--- config.mk ---
export PLATFORM = sky130hd
export DESIGN_NAME = lcpid_out_skid
export DESIGN_NICKNAME = d
export VERILOG_FILES = /design/src/hw/rtl/lcpid_pkg.sv /design/src/hw/rtl/lcpid_out_skid.sv
export SDC_FILE = /design/constraint.sdc
export NUM_CORES = 1
export LEC_CHECK = 0
export ABC_AREA = 1
export BUFFER_PORTS_ARGS = -buffer_cell sky130_fd_sc_hd__buf_2
export CAP_MARGIN = 5
export CELL_PAD_IN_SITES_DETAIL_PLACEMENT = 0
export CELL_PAD_IN_SITES_GLOBAL_PLACEMENT = 1
export CORE_MARGIN = 2
export CORE_UTILIZATION = 30
export CTS_BUF_LIST = sky130_fd_sc_hd__clkbuf_8
export CTS_CLUSTER_DIAMETER = 150
export CTS_CLUSTER_SIZE = 20
export DETAILED_ROUTE_END_ITERATION = 16
export GPL_TIMING_DRIVEN = 0
export PLACE_DENSITY_LB_ADDON = 0.1
export SYNTH_ARGS = -nofsm -noshare
export SYNTH_HDL_FRONTEND = slang
export SYNTH_SLANG_ARGS = --single-unit
--- constraint.sdc ---
create_clock -name i_clk -period 5.28 [get_ports i_clk]
set_input_delay 0.264 -clock i_clk [delete_from_list [all_inputs] [get_ports i_clk]]
set_output_delay 0.264 -clock i_clk [all_outputs]
set_load 0.01 [all_outputs]
--- src/hw/rtl/lcpid_pkg.sv ---
// Shared types and constants for the predictive image decoder.
// Used by lcpid_out_skid and lut_coded_predictive_image_decoder.
// No dependencies.
package lcpid_pkg;

    localparam int CFG_W_BITS   = 11;
    localparam int CFG_H_BITS   = 11;
    localparam int CFG_HDR_BITS = 16;
    localparam int CFG_DATA_BITS = 16;
    localparam int CFG_IDX_BITS = 2;

    localparam logic [CFG_IDX_BITS-1:0] CFG_IMAGE_WIDTH   = 2'd0;
    localparam logic [CFG_IDX_BITS-1:0] CFG_IMAGE_HEIGHT  = 2'd1;
    localparam logic [CFG_IDX_BITS-1:0] CFG_HEADER_LENGTH = 2'd2;

    localparam logic [CFG_W_BITS-1:0]   CFG_WIDTH_RESET  = 11'd1024;
    localparam logic [CFG_H_BITS-1:0]   CFG_HEIGHT_RESET = 11'd1024;
    localparam logic [CFG_HDR_BITS-1:0] CFG_HDR_RESET    = 16'd1024;

    localparam logic [1:0] CODE_BYTE1 = 2'd0;
    localparam logic [1:0] CODE_BYTE2 = 2'd1;
    localparam logic [1:0] CODE_BYTE4 = 2'd2;
    localparam logic [1:0] CODE_BAD   = 2'd3;

    typedef enum logic [2:0] {
        PH_IDLE,
        PH_HEADER,
        PH_TABLE,
        PH_RAW,
        PH_DIFF,
        PH_STOP
    } t_phase;

    typedef struct packed {
        logic [31:0] pixel_value;
        logic        last_pixel;
        logic        bad_code;
    } t_result;

endpackage

--- src/hw/rtl/lcpid_out_skid.sv ---
// Two-entry output register with skid stage for decoded pixels.
// Depends on lcpid_pkg (t_result).
module lcpid_out_skid
    import lcpid_pkg::*;
(
    input  logic    i_clk,
    input  logic    i_rst_n,
    input  logic    i_push,
    input  t_result i_push_data,
    output logic    o_ready,
    output logic    o_valid,
    output t_result o_data,
    input  logic    i_ready
);

    logic    r_out_valid;
    logic    r_skid_valid;
    t_result r_out;
    t_result r_skid;
    logic    pop;

    assign pop     = r_out_valid && i_ready;
    assign o_ready = !r_skid_valid;
    assign o_valid = r_out_valid;
    assign o_data  = r_out;

    always_ff @(posedge i_clk) begin
        if (!i_rst_n) begin
            r_out_valid  <= 1'b0;
            r_skid_valid <= 1'b0;
        end else begin
            if (!r_out_valid) begin
                r_out_valid <= i_push;
            end else if (pop) begin
                if (r_skid_valid) begin
                    r_skid_valid <= 1'b0;
                end else begin
                    r_out_valid <= i_push;
                end
            end else if (i_push) begin
                r_skid_valid <= 1'b1;
            end
        end
    end

    always_ff @(posedge i_clk) begin
        if (!r_out_valid || (pop && !r_skid_valid)) begin
            r_out <= i_push_data;
        end else if (pop) begin
            r_out <= r_skid;
        end
        if (r_out_valid && !pop && i_push) begin
            r_skid <= i_push_data;
        end
    end

    a_push_has_room: assert property (@(posedge i_clk) disable iff (!i_rst_n)
        i_push |-> !r_skid_valid)
        else $error("request pushed into a full output stage");

    a_skid_behind_out: assert property (@(posedge i_clk) disable iff (!i_rst_n)
        r_skid_valid |-> r_out_valid)
        else $error("skid entry held without an output entry");

endmodule

# Word level (Yosys, flattened, before mapping)
# Index checks and enable logic that the tools add are counted.
classes:
  muxes: 7
  n_reduce_logical: 11
op_table:
  columns: ["op", "count"]
  rows:
  - ["two-way mux 34 bit", 2]
  - ["two-way mux 1 bit", 5]
  - ["logical AND 1 bit", 4]
  - ["nonzero test 2 bit", 2]
  - ["logical NOT 1 bit", 3]
  - ["AND reduction 2 bit", 1]
  - ["logical OR 1 bit", 1]
totals:
  reg_bits: 70
  output_inout_bits: 36
  in_bits: 38
  word_cells: 26

# Logic depth before layout (Yosys ltp)
logic_depth:
  word_depth: 4
  depth_mapped: 6

# Worst setup path after synthesis
# OpenSTA, ideal clock, no wires.
synth_timing:
  kind: "register -> register"
  from: "register r_out_valid (netlist: o_valid)"
  to: "register r_skid[0] (netlist name) (enable)"
  path_buffers: 1
  t_required_ns: 4.855
  setup_slack_ns: 1.564
  setup_time_ns: 0.425
  arrival_ns: 3.291
  stages_incl_launch_ff: 4
  cell_sequence: "dfxtp_1 buf_4 nand3_1 nor2_1"
synth_via:
  elab_chain_cells: 4
synth_lines:
  columns: ["item", "line", "text"]
  rows:
  - ["from (decl)", "lcpid_out_skid.sv:16", "logic r_out_valid;"]
  - ["from (signal assigned)", "lcpid_out_skid.sv:33", "r_out_valid <= i_push;"]
  - ["from (signal assigned)", "lcpid_out_skid.sv:38", "r_out_valid <= i_push;"]
  - ["logical AND 1 bit", "lcpid_out_skid.sv:22", "assign pop = r_out_valid && i_ready;"]
  - ["logical NOT 1 bit", "lcpid_out_skid.sv:52", "if (r_out_valid && !pop && i_push) begin"]
  - ["logical AND 1 bit (*) (2 in a row)", "lcpid_out_skid.sv:52", null]
  - ["to (signal assigned)", "lcpid_out_skid.sv:53", "r_skid <= i_push_data;"]
  - ["to (decl)", "lcpid_out_skid.sv:19", "t_result r_skid;"]
# Every way passes the cells marked *; elsewhere a longest branch is shown, timed or not.
# A chain may end at the register's enable or synchronous reset.

# Worst setup path after layout
layout_timing:
  from: "register r_out_valid (netlist: o_valid)"
  to: "register r_skid[5] (netlist name) (enable)"
# The elaborated chain is that of the path after synthesis.

==> key figures <==
Run status
  – Status: complete, no violations

Power and ir drop
  – Sequential Power Share: 57.5%
  – Lkg Pwr: 0.00147 uW
  – Max VDD drop: 0.000113 V
  – Clock Power Share: 31.7%
  – Comb power frac: 10.9%
  – PwrDens: 339 nW/um^2
  – Psw: 272 uW
  – Internal cell power: 875 uW
  – Sw frac: 23.7%

Clock tree
  – Post-cts resize count: 0
  – Root Buffer: clkbuf_8
  – Clock buffer depth: 2
  – Worst skew pair latency: 0.33 ns
  – Post-CTS setup buffers: 0
  – CTS tree: done
  – CTS buffer count: 9
  – Worst-path clk slew: 0.07 ns
  – Hold Buf Count CTS: 0
  – # H-tree levels: 3
  – CTS sink count: 70

Worst setup path
  – Worst Path Buf+Inv: 2
  – Top delay family on crit path: simple AND/OR/NAND/NOR gates
  – Worst Path Arrival: 2.07 ns
  – Worst Path Required: 5.31 ns
  – Cell Chain, Critical Path: buf_4 > nand2_1 > nand3_2 > nor2_4 > buf_12
  – CP max stage delay: 0.42 ns
  – Slowest CP cell: nand3_2
  – Crit start category: flip-flop
  – Crit path kind: flip-flop to flip-flop
  – Crit end category: flip-flop
  – CP max FO: 28

Synthesis
  – Share of flip-flops with an asynchronous set or reset: 0%
  – Sequential-to-total area share from yosys stat: 78.1%
  – Unique masters post-synth: 13
  – Register bit total from synthesis: 70
  – Synth cell count leaders: 70 x nand2_1, 68 x edfxtp_1, 35 x nand3_1, 6 x buf_6, 3 x buf_2
  – Post-Syn Area: 2670 sq um
  – Post-synth EDFFs: 68
  – Area fraction of the dominant cell type after synthesis: 76.6%
  – Most frequent cell after synthesis: nand2_1
  – Synth area leaders: edfxtp_1 77%, nand2_1 9.9%, nand3_1 6.6%, buf_6 2.5%, dfxtp_1 1.5%
  – Ys flop type: edfxtp_1
  – Mapped Cells: 194
  – Area leader, netlist: edfxtp_1
  – Syn Area/Cell: 13.7 sq um
  – Ys Warns: 0
  – Post-synth net total: 232

Global route
  – First-pass GRT wire length: 8850 microns
  – Largest net degree at the start of global routing: 29
  – Total gr overflow: 0
  – Tot GR Track Use: 12.1%
  – Initial antenna violation count: 0
  – Vias in the first global route: 1710

STA
  – Final WS setup: 3.24 ns
  – Skew final: 0.00785 ns
  – RSZ-0062 raised after global routing: false
  – # setup viols final: 0
  – Final period util: 38.7%
  – Final worst path period need: 2.04 ns
  – Least-Margin Pin Slew: 0.513 ns
  – Slew headroom: 65.8%
  – Count of final hold-check violations: 0
  – Fmax: 489 MHz
  – Slew Limit Fails: 0

Placement
  – Post-DP HPWL: 3650 microns
  – Routability cong.: 0.661
  – PortBufs: 73
  – Place WS: 3.20 ns
  – Post-DP Area: 3230 sq um

Route
  – Post-route ant nets: 0
  – Met3 WL post-DR: 289 microns
  – Vias/cell: 4.39
  – Total number of vias: 1724
  – Top layer reached by signal wires: met4
  – First-pass iteration count of the detailed router: 4
  – Final wirelength: 5590 microns
  – Initial DRC Count: 78
  – DRC violations left: 0
  – Routed metal-1 wirelength: 2520 microns
  – Met2 wire len: 2660 microns
  – WL per Instance: 14.2 microns

Floorplanning
  – Initial Util: 30.7%
  – Die H: 98.3 microns
  – Die ar.: 9650 sq um
  – Core area: 8680 sq um
  – Std cell rows: 34
  – Die width: 98.3 microns
  – # IOs: 74

Cells and area
  – Antenna diodes: 0
  – Share of cells above drive strength 1: 35.8%
  – P&R area growth vs syn: 27.1%
  – Design area: 3390 sq um
  – Layout Nets: 318

Run
  – MaxCap Viol Count: 0

Worst hold path
  – Worst Hold Class: input pin to flip-flop
[flip-flops by register name, summed over array words and instances (netlist names)]
register and flops:
o_data 34, r_skid 34, o_valid 1, r_skid_valid 1
[power groups by stage]
stage | sequential (uW) | clock, uW | combinational, uW
floorplan | 688 | 0 | 46.8
global placement | 673 | 0 | 122
detailed placement | 671 | 0 | 129
CTS | 660 | 379 | 129
global route | 662 | 402 | 139
finish | 659 | 363 | 125
[final timing paths]
path | startpoint | end | cells past startpoint | slack (ns)
min | i_push_data[0] | r_skid[0] | 1 | 0.12
max | o_valid | r_skid[5] | 5 | 3.24
min reg2reg | r_skid_valid | r_skid_valid | 2 | 0.50
max reg2reg | o_valid | r_skid[5] | 5 | 3.24
[metrics by stage]
stage / std cells / power, uW / setup TNS (ns) / utilization, % / hold slack (ns)
CTS: 393 / 1170 / 0 / 39.0 / 0.0963
detailed placement: 377 / 800 / 0 / 37.2 / 0.457
floorplan: 194 / 735 / 0 / - / 0.363
global placement: 375 / 795 / -5.91 / 36.5 / 0.456
global route: 393 / 1200 / 0 / 39.0 / 0.0947
finish: 393 / 1150 / 0 / 39.0 / 0.116
[worst reg2reg max path: cells and delay by family (launching register included)]
kind                   cells  cell delay (ns)
AND/OR/NAND/NOR            3             0.93
flip-flops                 1             0.35
buffers and inverters      2             0.45
[final cells by class]
cell class                 instances  area, sq um
buffer                            10         90.1
clock buffer                      10          138
clock inverter                     6         23.8
fill                             899         5290
inverter                           3         11.3
multi-input combinational        111          494
sequential                        70         2080
tap                              108          135
timing repair buffer              75          413
[routing by layer]
layer  global-route usage, %  vias up
li1                        -      857
met1                    15.2      807
met2                    19.1       49
met3                    3.36       11
met4                    6.32        0
met5                       0        -
[layout by cell type, fill, tap and decap left out]
cell,synthesis,routed
a21oi_2,1,1
a21oi_1,1,1
nor2_1,2,1
nand3_1,35,34
clkinv_1,0,1
nand2_4,2,2
buf_4,1,1
inv_1,2,6
buf_16,0,1
nand2_1,70,70
buf_2,3,76
inv_2,1,1
buf_12,0,1
nor2_4,0,1
clkinv_2,0,1
edfxtp_1,68,68
nand3_2,0,1
clkbuf_8,0,10
dfxtp_1,2,2
buf_6,6,6
[cells by family (layout without fill, tap and decap cells)]
kind of cell | count (synthesis) | count (layout) | share of synthesized area, %
AOI/OAI and AO/OA | 2 | 2 | 0.516
DFF | 70 | 70 | 78.1
and+or+nand+nor | 109 | 109 | 17.6
buffers and inverters | 13 | 104 | 3.80
Power figures use the tool's default switching activity.
